<file path="src/rtl/per_flow_time_bin_aggregator_macros.svh">
// assertion macros for the per-flow time-bin aggregator
`ifndef PER_FLOW_TIME_BIN_AGGREGATOR_MACROS_SVH
`define PER_FLOW_TIME_BIN_AGGREGATOR_MACROS_SVH
`ifndef SYNTHESIS
`define PFTBA_ASSERT_SAME(label, clk, rstn, ante, cons) \
    label: assert property (@(posedge clk) disable iff (!rstn) (ante) |-> (cons)) \
        else $error("pftba assertion failed");
`define PFTBA_ASSERT_NEXT(label, clk, rstn, ante, cons) \
    label: assert property (@(posedge clk) disable iff (!rstn) (ante) |=> (cons)) \
        else $error("pftba assertion failed");
`else
`define PFTBA_ASSERT_SAME(label, clk, rstn, ante, cons)
`define PFTBA_ASSERT_NEXT(label, clk, rstn, ante, cons)
`endif
`endif

</file>
<file path="src/rtl/pftba_div.sv">
// restoring divider, 64-bit dividend by 32-bit divisor, one bit per cycle
`timescale 1ns / 1ps
module pftba_div (
    input  logic        aclk,
    input  logic        aresetn,
    input  logic        start,
    input  logic [63:0] dividend,
    input  logic [31:0] divisor,
    output logic        busy,
    output logic        done,
    output logic [63:0] quotient
);
    logic [63:0] quo_reg, quo_next;
    logic [31:0] rem_reg, rem_next;
    logic [31:0] den_reg;
    logic [6:0]  cnt_reg, cnt_next;
    logic        busy_reg, busy_next;
    logic        done_reg, done_next;
    logic [32:0] trial;
    logic [32:0] diff;

    always_comb begin
        trial     = {rem_reg, quo_reg[63]};
        diff      = trial - {1'b0, den_reg};
        quo_next  = quo_reg;
        rem_next  = rem_reg;
        cnt_next  = cnt_reg;
        busy_next = busy_reg;
        done_next = 1'b0;
        if (busy_reg) begin
            if (!diff[32]) begin
                rem_next = diff[31:0];
                quo_next = {quo_reg[62:0], 1'b1};
            end else begin
                rem_next = trial[31:0];
                quo_next = {quo_reg[62:0], 1'b0};
            end
            cnt_next = cnt_reg - 7'd1;
            if (cnt_reg == 7'd1) begin
                busy_next = 1'b0;
                done_next = 1'b1;
            end
        end
    end

    always_ff @(posedge aclk) begin
        if (!aresetn) begin
            busy_reg <= 1'b0;
            done_reg <= 1'b0;
            cnt_reg  <= '0;
        end else if (start) begin
            busy_reg <= 1'b1;
            done_reg <= 1'b0;
            cnt_reg  <= 7'd64;
            quo_reg  <= dividend;
            rem_reg  <= '0;
            den_reg  <= divisor;
        end else begin
            busy_reg <= busy_next;
            done_reg <= done_next;
            cnt_reg  <= cnt_next;
            quo_reg  <= quo_next;
            rem_reg  <= rem_next;
        end
    end

    assign busy     = busy_reg;
    assign done     = done_reg;
    assign quotient = quo_reg;

endmodule

</file>
<file path="config.mk">
export PLATFORM = sky130hd
export DESIGN_NAME = pftba_div
export DESIGN_NICKNAME = d
export VERILOG_FILES = /design/src/rtl/per_flow_time_bin_aggregator_macros.svh /design/src/rtl/pftba_div.sv
export SDC_FILE = /design/constraint.sdc
export NUM_CORES = 1
export LEC_CHECK = 0
export BUFFER_PORTS_ARGS = -buffer_cell sky130_fd_sc_hd__buf_2
export CORE_MARGIN = 2
export CORE_UTILIZATION = 56
export CTS_BUF_LIST = sky130_fd_sc_hd__clkbuf_8
export DETAILED_ROUTE_END_ITERATION = 16
export PLACE_DENSITY_LB_ADDON = 0.3
export SYNTH_ARGS = -nofsm -noshare
export SYNTH_HDL_FRONTEND = slang
export SYNTH_SLANG_ARGS = --single-unit
export TNS_END_PERCENT = 20
</file>
<file path="constraint.sdc">
create_clock -name aclk -period 4.8 [get_ports aclk]
set_input_delay 1.2 -clock aclk [delete_from_list [all_inputs] [get_ports aclk]]
set_output_delay 1.2 -clock aclk [all_outputs]
set_load 0.03 [all_outputs]
</file>
==> results of run 1 <==
[logic make-up after synthesis]
kind of cell / after synthesis / synth area share
mux: 85 / 0.126
compound gates: 119 / 0.108
xor+xnor: 28 / 0.0333
buf+inv: 65 / 0.0373
fa+ha+maj: 35 / 0.0604
flops: 137 / 0.546
simple gates: 142 / 0.0892
[worst min path at each step]
| stage | start | endpoint | slack [ns] | depth (start not counted) |
|---|---|---|---|---|
| 6_report | cnt_reg[6] | done | 0.51 | 1 |
| 5_1_grt | cnt_reg[6] | done | 0.56 | 1 |
| 4_1_cts | cnt_reg[6] | done | 0.51 | 1 |
| 3_5_place_dp | cnt_reg[6] | done | 0.49 | 1 |
| 3_3_place_gp | cnt_reg[6] | done | 0.46 | 1 |
| 2_1_floorplan | cnt_reg[6] | done | 0.44 | 1 |
[critical path: stages (launching register included)]
cell	delay, ns
edfxtp_1	0.43
inv_1	0.08
ha_1	0.17
fa_1	0.22
nor2b_1	0.07
o31a_1	0.29
o21a_1	0.25
a211o_1	0.34
a31o_2	0.28
a2111oi_4	0.34
a211o_1	0.18
buf_4	0.29
mux2i_1	0.12
a311o_1	0.28
[area by class of cell]
type / count / area, sq um / share of cell area
diodes: 2 / 5.00 / 0.000573
clock buffers: 20 / 275 / 0.0315
clock inverters: 12 / 91.3 / 0.0105
inverters: 42 / 158 / 0.0180
multi-input cells: 409 / 3080 / 0.353
flip-flops and latches: 137 / 4020 / 0.460
well taps: 172 / 215 / 0.0246
repair buffers: 171 / 888 / 0.102
[per-stage QoR]
step / power (W) / cells
3_5_place_dp: 0.00238 / 931
3_3_place_gp: 0.00235 / 931
4_1_cts: 0.00326 / 963
5_1_grt: 0.00341 / 963
6_report: 0.00324 / 965
2_1_floorplan: 0.00218 / 611
[placed cells by master (no fill, tap or decap), types with 17 or more instances in the layout]
cell,n
buf_2,163
edfxtp_1,128
mux2_2,63
nor2_1,57
a21oi_1,43
inv_1,42
ha_1,34
nand2_1,32
o21ai_0,22
mux2i_1,21
clkbuf_8,20
xnor2_1,17
[routing by layer]
layer  vias up  global-route usage
met1      2636               0.290
li1       2592                   -
met5         -                   0
met3        17              0.0849
met4         0              0.0878
met2       188               0.403
[power groups by stage]
stage	sequential, W	clock [W]	combinational [W]
after detailed placement	0.00151	0	0.000869
after global placement	0.00151	0	0.000840
after global routing	0.00150	0.000943	0.000972
after floorplan	0.00157	0	0.000605
final	0.00149	0.000875	0.000883
after CTS	0.00149	0.000898	0.000875
==> key figures, run 1 <==
Run status
  – Outcome: finished clean

Yosys
  – Synth Flop Type: edfxtp_1
  – Most area-consuming cells after synthesis: edfxtp_1 52%, mux2_2 9.6%, ha_1 5.8%
  – Synth Net Count: 745
  – Post-synthesis cell area: 7370 sq um
  – Number of synthesized flops with an enable pin: 128
  – Sequential area share after synthesis: 0.546
  – Top-area cell type share of the netlist area: 0.521
  – Post-synthesis cell count: 611
  – Synth async-reset ratio: 0
  – Most frequent cells after synthesis: 128 x edfxtp_1, 63 x mux2_2, 57 x nor2_1
  – Yosys top cell by area: edfxtp_1
  – Synth cell types: 53
  – Avg Inst Size Synth: 12.1 sq um
  – Synth Register Bits: 137
  – Most frequent cell after synthesis: edfxtp_1
  – Synth Warn #: 0

Power and ir drop
  – Combinational fraction of design power: 0.272
  – Leakage power: 3.68 nW
  – P per Cell Area: 371 nW/um^2
  – Clock share of power: 0.270
  – VDD IR max: 0.269 mV
  – Switching Fraction: 0.320
  – Int Power: 0.00221 W
  – Net Sw Power: 0.00104 W
  – Part of the power in registers: 0.458

Routing
  – Metal1 wirelength: 6810 um
  – Wire per inst: 17.0 um
  – First-pass DRT Iterations: 5
  – Routed WL: 16400 um
  – Vias: 5433
  – DR WL met2: 8080 um
  – Top sig layer: met4
  – Residual DRC count: 0
  – Via/cell ratio: 5.63
  – Initial DRC Count: 373
  – Post-DRT Antenna Nets: 0
  – Met3 wire len: 1240 um

Finish
  – Nets: 912
  – Final Cell Area: 8740 sq um
  – Final core utilization: 0.687
  – Area Overhead vs Synth: 18.5%
  – Max reg flops: 64
  – FILL cells: 987
  – Share of cells above drive strength 1: 0.344

Floorplanning
  – Initial core utilization: 0.580
  – Die Wd: 119 um
  – Die height: 119 um
  – Total core area: 12700 sq um
  – Die area: 14100 sq um
  – Row count: 41
  – IO Pins: 165

Critical path
  – Worst Setup EP: rem_reg[26]
  – CP Capture Type: register
  – WS Path Type: reg -> reg
  – Arrival time worst endpoint: 3.80 ns
  – Setup crit start: quotient[63]
  – Setup crit start kind: register
  – R2R Setup Slk: 1.20 ns
  – Worst reg2reg path depth: 13
  – R2r startpoint: quotient[63]
  – CP Data Required Time: 5.01 ns
  – Reg-to-Reg End: rem_reg[26]
  – CP max FO: 18

Timing
  – Finish-stage setup viols: 0
  – Slew Limit Headroom: 0.496
  – Setup TNS: 0 ns
  – Fmax achieved: 278 MHz
  – Measured slew at the worst slew-check pin: 0.756 ns
  – WHS: 0.508 ns
  – Minimum clock period: 3.60 ns
  – Final WS setup: 1.20 ns
  – Clk_skew: 0.0151 ns
  – Max Transition Viols Final: 0
  – Fin crit share: 0.749
  – Unrepaired setup endpoints after global routing: false
  – Final hold vios: 0

Clock network
  – H-tree depth: 4
  – Setup Buffers After CTS: 0
  – CTS Buf Count: 17
  – Clk sinks: 137
  – Post-cts resize count: 0
  – Clk_lat worst skew: 0.45 ns
  – Hold buffers post-CTS: 0
  – Worst-case clock buffer depth: 2
  – CTS tree: built
  – Root Buffer: clkbuf_8
  – CTS clock-pin slew for the worst setup and hold paths: 0.08 ns

Placed design
  – Pre-CTS WS: 1.26 ns
  – PortBufs: 164
  – HPWL after DPL: 11600 um
  – Cell Area, Placed: 8370 sq um
  – Gp weighted congestion: 0.880

Global routing
  – Vias in the first global route: 5646
  – GRT Total Usage: 0.242
  – Largest net degree at the start of global routing: 57
  – Global-route wire length before repair: 27100 um
  – Aggregate global routing overflow: 0
  – Initial antenna violation count: 1

Min path
  – Worst Hold Class: reg -> reg

Job
  – Max-cap violations: 0
Power figures use the tool's default switching activity.
==> inputs of run 2 (changes only) <==
CORE_UTILIZATION = 51   (was 56)
clock period = 3.25 ns   (was 4.8 ns; I/O delays follow)
==> run 2 against run 1 <==
Compared with the run above:
- the flow now finishes with violations (negative setup slack)
- core utilization down 4.2 points
- sequential share of layout area fell by 1.4 points
- first-iteration DRC count decreased by 16%
- clock skew down 0.0025 ns
- sequential cell count unchanged
- wire length rose by 2.8%
- total power up 51%
- register-to-register slack lost 1.2 ns
- non-clock buffer count increased by 21
- sequential power grew 47%
- largest power group unchanged
==> key figures, run 2 (synthesized netlist as in run 1, its figures left out) <==
Run status
  – Outcome: complete, but fails checks (was finished clean)
  – Failing checks: negative setup slack

Clock network
  – Clk_lat worst skew: 0.44 ns (was 0.45 ns)
  – Hold buffers post-CTS: 0 (unchanged)
  – CTS tree: built (unchanged)
  – H-tree depth: 4 (unchanged)
  – CTS clock-pin slew for the worst setup and hold paths: 0.08 ns (about the same)
  – Clk sinks: 137 (unchanged)
  – CTS Buf Count: 17 (unchanged)
  – Root Buffer: clkbuf_8 (unchanged)
  – Worst-case clock buffer depth: 2 (unchanged)

Finish
  – Max reg flops: 64 (unchanged)
  – Share of cells above drive strength 1: 0.371 (was 0.344)
  – FILL cells: 1118 (was 987)
  – Final Cell Area: 9020 sq um (was 8740 sq um)
  – Nets: 933 (was 912)
  – Reg area: 4020 sq um (unchanged)
  – Multi-input gate area: 3150 sq um (was 3080 sq um)
  – Most frequent cells in the layout: 163 x buf_2, 128 x edfxtp_1, 63 x mux2_2, 56 x nor2_1 (was 163 x buf_2, 128 x edfxtp_1, 63 x mux2_2, 57 x nor2_1, 43 x a21oi_1)
  – Antenna cells: 0 (was 2)
  – Commonest non-fill, non-tap cell in the layout: buf_2 (unchanged)
  – Area Overhead vs Synth: 22.4% (was 18.5%)

Critical path
  – CP Capture Type: register (unchanged)
  – CP max FO: 4 (was 18)
  – R2r startpoint: quotient[63] (unchanged)
  – Setup crit start kind: register (unchanged)
  – WS Path Type: reg -> reg (unchanged)
  – Setup crit start: quotient[63] (unchanged)
  – CP Data Required Time: 3.45 ns (was 5.01 ns)
  – Arrival time worst endpoint: 3.46 ns (was 3.80 ns)

Power and ir drop
  – Total power: 0.00490 W (was 0.00324 W)
  – Leakage power: 3.81 nW (was 3.68 nW)
  – VDD IR max: 0.328 mV (was 0.269 mV)
  – P per Cell Area: 543 nW/um^2 (was 371 nW/um^2)

Floorplanning
  – Die Wd: 124 um (was 119 um)
  – Die height: 124 um (was 119 um)
  – Die area: 15400 sq um (was 14100 sq um)
  – Total core area: 14000 sq um (was 12700 sq um)
  – IO Pins: 165 (unchanged)
  – Initial core utilization: 0.527 (was 0.580)
  – Row count: 43 (was 41)

Placed design
  – PortBufs: 164 (unchanged)
  – Cell Area, Placed: 8560 sq um (was 8370 sq um)
  – Gp weighted congestion: 0.886 (was 0.880)
  – Pre-CTS WS: -0.0691 ns (was 1.26 ns)
  – HPWL after DPL: 12100 um (was 11600 um)

Timing
  – Max Transition Viols Final: 0 (unchanged)
  – Unrepaired setup endpoints after global routing: true (was false)
  – Finish-stage setup viols: 1 (was 0)
  – Fmax achieved: 307 MHz (was 278 MHz)
  – Fin crit share: 1.00 (was 0.749)
  – Minimum clock period: 3.26 ns (was 3.60 ns)
  – Final WS setup: -0.0124 ns (was 1.20 ns)
  – Slew Limit Headroom: 0.640 (was 0.496)
  – Setup TNS: -0.0124 ns (was 0 ns)
  – Measured slew at the worst slew-check pin: 0.532 ns (was 0.756 ns)
  – Clk_skew: 0.0127 ns (was 0.0151 ns)
  – Final hold vios: 0 (unchanged)

Routing
  – Post-DRT Antenna Nets: 0 (unchanged)
  – Residual DRC count: 0 (unchanged)
  – First-pass DRT Iterations: 4 (was 5)
  – Vias: 5472 (was 5433)
  – Wire per inst: 17.0 um (about the same)
  – Initial DRC Count: 315 (was 373)
  – Routed WL: 16800 um (was 16400 um)
  – Via/cell ratio: 5.52 (was 5.63)

Global routing
  – Largest net degree at the start of global routing: 59 (was 57)
  – Global-route wire length before repair: 27500 um (was 27100 um)
  – Vias in the first global route: 5728 (was 5646)
  – Aggregate global routing overflow: 0 (unchanged)
  – GRT Total Usage: 0.222 (was 0.242)
  – Initial antenna violation count: 0 (was 1)

Job
  – Max-cap violations: 0 (unchanged)

Min path
  – Worst Hold Class: reg -> reg (unchanged)
  – Hold path startpoint: cnt_reg[6] (unchanged)
==> run 2: cell count changes in the layout (fill, tap and decap cells not counted), moves of 3 or more <==
cell / before / now
clkbuf_8: 20 / 17
clkinv_2: 2 / 5
buf_6: 0 / 4
buf_4: 7 / 19
buf_12: 1 / 5
==> run 2: timing repair <==
item	in CTS	in global routing
cloned	1	0
setup buffers	2	1
setup endpoints to repair	26	31
pin swaps	6	2
resized for setup	12	8
==> run 2: final timing paths <==
path | endpoint | slack, ns | depth (start not counted)
max | rem_reg[26] | -0.01 | 13
min | done | 0.49 | 1
max reg2reg | rem_reg[26] | -0.01 | 13
min reg2reg | done | 0.49 | 1
==> run 2: where the power goes <==
part / switching [W] / internal [W] / total, W / leakage, nW
logic: 0.000820 / 0.000666 / 0.00149 / 2.34
clock network: 0.000699 / 0.000527 / 0.00123 / 0.173
registers: 0.0000750 / 0.00212 / 0.00219 / 1.30
==> run 2: through the flow <==
stage	utilization	hold WS, ns	std cells
after CTS	0.643	0.494	991
after global routing	0.645	0.504	992
after floorplan	-	0.441	611
after detailed placement	0.612	0.483	956
final	0.645	0.493	992
after global placement	0.612	0.460	956
==> run 2: layout make-up <==
cell class	count	area share
Timing Repair Buffer	192	0.125
Sequential cell	137	0.446
Multi-Input combinational cell	409	0.349
Clock inverter	15	0.0114
Inverter	42	0.0175
Tap cell	180	0.0250
Clock buffer	17	0.0259
==> run 2: metal layers <==
metal / routed length [um] / global-route usage
met1: 7160 / 0.270
met2: 8180 / 0.371
met3: 1290 / 0.0820
met4: 204 / 0.0621
met5: 0 / 0
==> run 2: critical path: stages (launching register included) <==
cell      delay [ns]
edfxtp_1        0.39
inv_1           0.08
ha_2            0.20
fa_2            0.22
nor2b_2         0.05
o31a_1          0.26
o21a_1          0.19
a211o_1         0.28
a31o_4          0.24
a21o_1          0.19
a211o_4         0.39
buf_6           0.15
mux2i_1         0.11
a311o_1         0.26
