--- src/rtl/per_flow_time_bin_aggregator_macros.svh ---
// assertion macros for the per-flow time-bin aggregator
`ifndef PER_FLOW_TIME_BIN_AGGREGATOR_MACROS_SVH
`define PER_FLOW_TIME_BIN_AGGREGATOR_MACROS_SVH
`ifndef SYNTHESIS
`define PFTBA_ASSERT_SAME(label, clk, rstn, ante, cons) \
    label: assert property (@(posedge clk) disable iff (!rstn) (ante) |-> (cons)) \
        else $error("pftba assertion failed");
`define PFTBA_ASSERT_NEXT(label, clk, rstn, ante, cons) \
    label: assert property (@(posedge clk) disable iff (!rstn) (ante) |=> (cons)) \
        else $error("pftba assertion failed");
`else
`define PFTBA_ASSERT_SAME(label, clk, rstn, ante, cons)
`define PFTBA_ASSERT_NEXT(label, clk, rstn, ante, cons)
`endif
`endif

--- src/rtl/pftba_pkg.sv ---
// shared types and constants of the per-flow time-bin aggregator
`timescale 1ns / 1ps
package pftba_pkg;

    localparam logic SIDE_LAT = 1'b0;
    localparam logic SIDE_PRE = 1'b1;

    localparam logic CFG_WINDOW_IDX = 1'b0;
    localparam logic CFG_MINEV_IDX  = 1'b1;

    localparam logic [31:0] WINDOW_RESET = 32'd200000000;
    localparam logic [31:0] MINEV_RESET  = 32'd1000;

    typedef struct packed {
        logic        vld;
        logic        side;
        logic        done;
        logic        closed;
        logic        visible;
        logic [63:0] key;
        logic [63:0] time_ns;
        logic [63:0] lat_ns;
        logic [63:0] cstart;
        logic [63:0] ctotal;
        logic [31:0] ccount;
    } tok_t;

    function automatic tok_t make_tok(input logic side, input logic [63:0] key,
                                      input logic [63:0] time_ns,
                                      input logic [63:0] lat_ns);
        tok_t t;
        t         = '0;
        t.vld     = 1'b1;
        t.side    = side;
        t.key     = key;
        t.time_ns = time_ns;
        t.lat_ns  = lat_ns;
        return t;
    endfunction

endpackage

--- src/rtl/pftba_cell.sv ---
// one flow slot of the lookup chain: id, open bins and event count
`timescale 1ns / 1ps
module pftba_cell (
    input  logic              aclk,
    input  logic              aresetn,
    input  logic [31:0]       window_ns,
    input  logic [31:0]       min_events_visible,
    input  pftba_pkg::tok_t   tok_in,
    output pftba_pkg::tok_t   tok_out
);
    import pftba_pkg::*;

    logic        used_reg, used_next;
    logic [63:0] id_reg, id_next;
    logic        lat_open_reg, lat_open_next;
    logic [63:0] lat_start_reg, lat_start_next;
    logic [63:0] lat_sum_reg, lat_sum_next;
    logic [31:0] lat_cnt_reg, lat_cnt_next;
    logic        pre_open_reg, pre_open_next;
    logic [63:0] pre_start_reg, pre_start_next;
    logic [31:0] pre_cnt_reg, pre_cnt_next;
    logic [31:0] events_reg, events_next;
    tok_t        tok_reg, tok_next;

    logic        hit, grab;
    logic        lat_open_eff, pre_open_eff;
    logic [31:0] events_eff;
    logic [63:0] lat_diff, pre_diff;
    logic        lat_in, pre_in;
    logic [64:0] sum_wide;

    always_comb begin
        hit          = tok_in.vld && !tok_in.done && used_reg && (id_reg == tok_in.key);
        grab         = tok_in.vld && !tok_in.done && !used_reg;
        lat_open_eff = used_reg && lat_open_reg;
        pre_open_eff = used_reg && pre_open_reg;
        events_eff   = grab ? 32'd0 : events_reg;
        lat_diff     = tok_in.time_ns - lat_start_reg;
        pre_diff     = tok_in.time_ns - pre_start_reg;
        lat_in       = lat_diff < {32'd0, window_ns};
        pre_in       = pre_diff < {32'd0, window_ns};
        sum_wide     = {1'b0, lat_sum_reg} + {1'b0, tok_in.lat_ns};

        used_next      = used_reg;
        id_next        = id_reg;
        lat_open_next  = lat_open_reg;
        lat_start_next = lat_start_reg;
        lat_sum_next   = lat_sum_reg;
        lat_cnt_next   = lat_cnt_reg;
        pre_open_next  = pre_open_reg;
        pre_start_next = pre_start_reg;
        pre_cnt_next   = pre_cnt_reg;
        events_next    = events_reg;
        tok_next       = tok_in;

        if (hit || grab) begin
            used_next     = 1'b1;
            id_next       = tok_in.key;
            tok_next.done = 1'b1;
            if (grab) begin
                lat_open_next = 1'b0;
                pre_open_next = 1'b0;
            end
            if (tok_in.side == SIDE_LAT) begin
                if (lat_open_eff && lat_in) begin
                    lat_sum_next = sum_wide[64] ? '1 : sum_wide[63:0];
                    lat_cnt_next = (lat_cnt_reg == '1) ? lat_cnt_reg : lat_cnt_reg + 32'd1;
                end else begin
                    if (lat_open_eff) begin
                        tok_next.closed = 1'b1;
                        tok_next.cstart = lat_start_reg;
                        tok_next.ctotal = lat_sum_reg;
                        tok_next.ccount = lat_cnt_reg;
                    end
                    lat_open_next  = 1'b1;
                    lat_start_next = tok_in.time_ns;
                    lat_sum_next   = tok_in.lat_ns;
                    lat_cnt_next   = 32'd1;
                end
                events_next      = (events_eff == '1) ? events_eff : events_eff + 32'd1;
                tok_next.visible = events_next >= min_events_visible;
            end else begin
                if (pre_open_eff && pre_in) begin
                    pre_cnt_next = (pre_cnt_reg == '1) ? pre_cnt_reg : pre_cnt_reg + 32'd1;
                end else begin
                    if (pre_open_eff) begin
                        tok_next.closed = 1'b1;
                        tok_next.cstart = pre_start_reg;
                        tok_next.ccount = pre_cnt_reg;
                    end
                    pre_open_next  = 1'b1;
                    pre_start_next = tok_in.time_ns;
                    pre_cnt_next   = 32'd1;
                end
                events_next      = events_eff;
                tok_next.visible = events_eff >= min_events_visible;
            end
        end
    end

    always_ff @(posedge aclk) begin
        if (!aresetn) begin
            used_reg     <= 1'b0;
            lat_open_reg <= 1'b0;
            pre_open_reg <= 1'b0;
            tok_reg.vld  <= 1'b0;
        end else begin
            used_reg     <= used_next;
            lat_open_reg <= lat_open_next;
            pre_open_reg <= pre_open_next;
            tok_reg      <= tok_next;
        end
        id_reg        <= id_next;
        lat_start_reg <= lat_start_next;
        lat_sum_reg   <= lat_sum_next;
        lat_cnt_reg   <= lat_cnt_next;
        pre_start_reg <= pre_start_next;
        pre_cnt_reg   <= pre_cnt_next;
        events_reg    <= events_next;
    end

    assign tok_out = tok_reg;

endmodule

--- config.mk ---
export PLATFORM = sky130hd
export DESIGN_NAME = pftba_cell
export DESIGN_NICKNAME = d
export VERILOG_FILES = /design/src/rtl/per_flow_time_bin_aggregator_macros.svh /design/src/rtl/pftba_pkg.sv /design/src/rtl/pftba_cell.sv
export SDC_FILE = /design/constraint.sdc
export NUM_CORES = 2
export LEC_CHECK = 0
export BUFFER_PORTS_ARGS = -buffer_cell sky130_fd_sc_hd__buf_4
export CAP_MARGIN = 5
export CELL_PAD_IN_SITES_DETAIL_PLACEMENT = 1
export CELL_PAD_IN_SITES_GLOBAL_PLACEMENT = 2
export CORE_MARGIN = 5
export CORE_UTILIZATION = 36
export CTS_CLUSTER_DIAMETER = 120
export DETAILED_ROUTE_END_ITERATION = 10
export PLACE_DENSITY_LB_ADDON = 0.12
export SLEW_MARGIN = 20
export SYNTH_ARGS = -nofsm -noshare
export SYNTH_HDL_FRONTEND = slang
export SYNTH_SLANG_ARGS = --single-unit
export TNS_END_PERCENT = 50
--- constraint.sdc ---
create_clock -name aclk -period 10.9 [get_ports aclk]
set_input_delay 2.725 -clock aclk [delete_from_list [all_inputs] [get_ports aclk]]
set_output_delay 2.725 -clock aclk [all_outputs]
set_load 0.02 [all_outputs]
==> impl_results.html <==
<table>
<tr><th>Metric</th><th>Value</th></tr>
<tr><th colspan="2">Status</th></tr>
<tr><td>Outcome</td><td>finished, final reports clean</td></tr>
<tr><th colspan="2">Power</th></tr>
<tr><td>Combinational share of power</td><td>19.5%</td></tr>
<tr><td>IR drop worst, VDD</td><td>~0.00014 V</td></tr>
<tr><td>Portion of total power attributed to sequential cells</td><td>41.7%</td></tr>
<tr><td>Sw Pwr</td><td>0.002205 W</td></tr>
<tr><td>Switching Fraction</td><td>between 20% and 30%</td></tr>
<tr><td>LEAKAGE</td><td>22.20 nW</td></tr>
<tr><td>Internal Dissipation</td><td>0.005518 W</td></tr>
<tr><td>Total design power</td><td>0.007723 W</td></tr>
<tr><td>Clock power frac</td><td>38.8%</td></tr>
<tr><td>Power density of the placed cells</td><td>139.4 mW/mm^2</td></tr>
<tr><th colspan="2">Synth</th></tr>
<tr><td>Number of cells produced by synthesis</td><td>around 4400</td></tr>
<tr><td>Area share of the largest cell type after synthesis</td><td>between 40 and 50%</td></tr>
<tr><td>Sequential cell area fraction in the yosys report</td><td>47.61%</td></tr>
<tr><td>Unique masters post-synth</td><td>between 90 and 100</td></tr>
<tr><td>Flop and latch count out of synthesis</td><td>between 700 and 800</td></tr>
<tr><td>Summed instance area of the synthesized netlist</td><td>between 0.04 and 0.05 mm^2</td></tr>
<tr><td>Share of flip-flops with an asynchronous set or reset</td><td>0%</td></tr>
<tr><td>Mean instance size in the synthesized netlist</td><td>roughly 10 um^2</td></tr>
<tr><td>Synthesized netlist net count</td><td>5109</td></tr>
<tr><td>Most instantiated cells after synthesis</td><td>edfxtp_1 (708), nor2_1 (414), a21oi_1 (347)</td></tr>
<tr><td>Largest area contributor in the netlist</td><td>edfxtp_1</td></tr>
<tr><td>Number of flops mapped to enable cells by yosys</td><td>708</td></tr>
<tr><td>Synth warn</td><td>0</td></tr>
<tr><td>Most used standard cell by instance count after synthesis</td><td>edfxtp_1</td></tr>
<tr><td>Leading cell types by total area after synthesis</td><td>edfxtp_1 (47%), ha_1 (8.9%), xnor2_1 (4.3%)</td></tr>
<tr><td>Most used flip-flop cell after synthesis</td><td>edfxtp_1</td></tr>
<tr><th colspan="2">Clock tree</th></tr>
<tr><td>Source-to-sink clock delay at the later pin of the worst-skew pair</td><td>0.69 ns</td></tr>
<tr><td>Number of buffers between clock root and the deepest sink</td><td>3</td></tr>
<tr><td>CTS H-Tree Depth</td><td>3</td></tr>
<tr><td>Clock transition at the register clock pins on the worst setup and hold paths after CTS</td><td>0.06 ns</td></tr>
<tr><td>Number of CTS-inserted buffers</td><td>85</td></tr>
<tr><td>Post_cts resized</td><td>0</td></tr>
<tr><td>Library cell used as clock root buffer</td><td>clkbuf_16</td></tr>
<tr><td>Buffers inserted by post-CTS timing repair</td><td>0</td></tr>
<tr><td># hold bufs at CTS</td><td>0</td></tr>
<tr><td>CTS Sinks</td><td>712</td></tr>
<tr><td>Clock tree from TritonCTS</td><td>yes</td></tr>
<tr><th colspan="2">Route</th></tr>
<tr><td>Routed WL</td><td>between 150000 and 200000 um</td></tr>
<tr><td>First-pass iteration count of the detailed router</td><td>5</td></tr>
<tr><td>Residual DRC</td><td>0</td></tr>
<tr><td>DR vias</td><td>roughly 38000</td></tr>
<tr><td>Number of routed nets with antenna violations</td><td>0</td></tr>
<tr><td>Wire length per cell after detailed routing</td><td>roughly 26 um</td></tr>
<tr><td>Average via count per standard cell</td><td>5.523</td></tr>
<tr><td>Count of routing violations after the opening detailed-route iteration</td><td>2311</td></tr>
<tr><th colspan="2">Floorplan</th></tr>
<tr><td>Initial cell density of the core</td><td>36.25%</td></tr>
<tr><td>Number of placement rows</td><td>roughly 130</td></tr>
<tr><td>Die area</td><td>0.1317 mm^2</td></tr>
<tr><td>Placeable core region</td><td>0.1236 mm^2</td></tr>
<tr><td>I/O pins</td><td>roughly 800</td></tr>
<tr><td>Die boundary width</td><td>362.8 um</td></tr>
<tr><td>Die span in y</td><td>362.8 um</td></tr>
<tr><th colspan="2">Worst setup path</th></tr>
<tr><td>Cell seen most often among critical-path stages</td><td>a21oi_1</td></tr>
<tr><td>Classification of the worst setup path</td><td>primary input to flop</td></tr>
<tr><td>Worst-path fanout max</td><td>60</td></tr>
<tr><td>Crit path buf inv count</td><td>4</td></tr>
<tr><td>Nature of the critical path startpoint</td><td>primary input</td></tr>
<tr><td>Crit path max-delay cell type</td><td>a221oi_1</td></tr>
<tr><td>Crit-path leading delay family</td><td>simple AND/OR/NAND/NOR gates</td></tr>
<tr><td>Slowest stage delay, CP</td><td>0.76 ns</td></tr>
<tr><td>Nature of the critical path endpoint</td><td>flop</td></tr>
<tr><td>Critical path data arrival time</td><td>9.63 ns</td></tr>
<tr><td>Required time of the worst setup path</td><td>11.29 ns</td></tr>
<tr><th colspan="2">Finish</th></tr>
<tr><td>Proportion of layout cells with a drive suffix above 1</td><td>21.68%</td></tr>
<tr><td>Final layout net count</td><td>5842</td></tr>
<tr><td>Area growth from synthesis to layout</td><td>23.64%</td></tr>
<tr><td>Number of flip-flops in the largest register</td><td>357</td></tr>
<tr><td>Post-route cell area</td><td>~0.055 mm^2</td></tr>
<tr><td>Count of filler cells inserted in the layout</td><td>between 10000 and 15000</td></tr>
<tr><th colspan="2">Global routing</th></tr>
<tr><td>Maximum number of pins on one net before global-route repair</td><td>134</td></tr>
<tr><td>Met1 usage</td><td>between 30% and 40%</td></tr>
<tr><td>Wire length of the first global-routing pass</td><td>255800 um</td></tr>
<tr><td>Number of global-route vias before repair</td><td>38970</td></tr>
<tr><td>Global-route congestion overflow total</td><td>0</td></tr>
<tr><td>Initial antenna violation count</td><td>11</td></tr>
<tr><td>Peak-usage layer in the global routing report</td><td>met2</td></tr>
<tr><td>Met3 Usage GRT</td><td>4.259%</td></tr>
<tr><td>Total Routing Usage GR</td><td>around a quarter</td></tr>
<tr><td>Met2 usage</td><td>45.34%</td></tr>
<tr><th colspan="2">Place</th></tr>
<tr><td>Gp weighted congestion</td><td>0.9466</td></tr>
<tr><td>Count of input and output buffers</td><td>779</td></tr>
<tr><td>DP Area</td><td>approximately 0.052 mm^2</td></tr>
<tr><td>Post-DP HPWL</td><td>138400 um</td></tr>
<tr><th colspan="2">Timing</th></tr>
<tr><td>Maximum operating frequency</td><td>108.2 MHz</td></tr>
<tr><td>Setup TNS</td><td>0 ns</td></tr>
<tr><td>Final critical-path share of the clock period</td><td>84.77%</td></tr>
<tr><td>Unrepaired setup endpoints after global routing</td><td>false</td></tr>
<tr><td>Post-Route Skew</td><td>roughly 0.04 ns</td></tr>
<tr><td>Max_slew headroom</td><td>22.07%</td></tr>
<tr><td>Number of endpoints with negative hold slack in the final report</td><td>0</td></tr>
<tr><td>Transition time at the pin with the least slew margin</td><td>roughly 1.2 ns</td></tr>
<tr><td>Slew Viols, Final</td><td>0</td></tr>
<tr><td>Clock period minus worst slack</td><td>9.239 ns</td></tr>
<tr><td>Final setup viols</td><td>0</td></tr>
<tr><td>Worst Hold Slack</td><td>roughly 0.46 ns</td></tr>
<tr><th colspan="2">Run</th></tr>
<tr><td>Number of maximum-capacitance violations</td><td>0</td></tr>
<tr><th colspan="2">Min path</th></tr>
<tr><td>Hold WC Path Type</td><td>flop to flop</td></tr>
</table>
## worst reg2reg max path, delay by kind of cell (launching register included)
kind	cells	cell delay, ns
buffers and inverters	2	0.38
adder cells (fa/ha/maj)	3	0.73
flip-flops	1	0.48
XOR/XNOR	1	0.14
AND/OR/NAND/NOR	13	3.07
AO/OA/AOI/OAI	9	2.39
## final timing paths
| kind | start | endpoint | slack [ns] | depth (start not counted) |
|---|---|---|---|---|
| worst min-delay path | pre_open_reg | pre_open_reg | 0.46 | 2 |
| worst min register to register | pre_open_reg | pre_open_reg | 0.46 | 2 |
| worst max register to register | lat_start_reg[0] | lat_sum_reg[11] | 3.42 | 28 |
| worst max-delay path | tok_in[224] | lat_sum_reg[11] | 1.66 | 30 |
## power groups by stage
stage,combinational [W],clock (W),sequential (W)
after floorplan,0.000719,0,0.00339
after global placement,0.00148,0,0.00328
after detailed placement,0.00149,0,0.00328
after CTS,0.00150,0.00308,0.00322
after global routing,0.00163,0.00319,0.00324
final,0.00150,0.00300,0.00322
## stage by stage
stage | utilization [%] | worst slack, ns | instances
2_1_floorplan | - | 0.7587 | 4364
3_3_place_gp | 42.43 | 1.294 | 6646
3_5_place_dp | 42.43 | 1.137 | 6646
4_1_cts | 44.78 | 1.806 | 6803
5_1_grt | 44.82 | 1.267 | 6809
6_report | 44.82 | 1.661 | 6810
## cell families after synthesis
kind of cell | Yosys count | synth area share (%)
AND/OR/NAND/NOR | 1458 | 16.19
AO/OA/AOI/OAI | 1010 | 14.84
adder cells (fa/ha/maj) | 322 | 9.039
buffers and inverters | 457 | 3.953
multiplexers | 90 | 2.211
flip-flops | 712 | 47.61
XOR/XNOR | 315 | 6.155
## layout make-up
| type | count | area, um^2 | area share [%] |
|---|---|---|---|
| Clock inverter | 60 | 683.2 | 1.233 |
| Multi-Input combinational cell | 3195 | 21810 | 39.35 |
| Inverter | 296 | 1114 | 2.009 |
| Timing Repair Buffer | 807 | 6186 | 11.16 |
| Sequential cell | 712 | 21340 | 38.51 |
| Antenna cell | 6 | 15.01 | 0.02709 |
| Clock buffer | 97 | 2223 | 4.012 |
| Tap cell | 1637 | 2048 | 3.696 |
## cells in the final DEF, fill, tap and decap left out, types with 95 or more instances in the layout
master | synthesis | layout
nand4_1 | 112 | 112
inv_1 | 296 | 294
a21oi_1 | 347 | 346
buf_4 | 6 | 797
nor2_1 | 414 | 412
xnor2_1 | 222 | 222
nand3_1 | 95 | 95
nand2_1 | 308 | 308
nor3_1 | 170 | 170
edfxtp_1 | 708 | 708
o21ai_0 | 167 | 167
ha_1 | 319 | 319
## per-layer routing
layer	part of all wire [%]	wire [um]
met5	0.015	27
met4	1.8	3213
met3	5.5	9541
met2	50	87180
met1	43	74310
No activity file was read; power rests on OpenSTA's default activity.
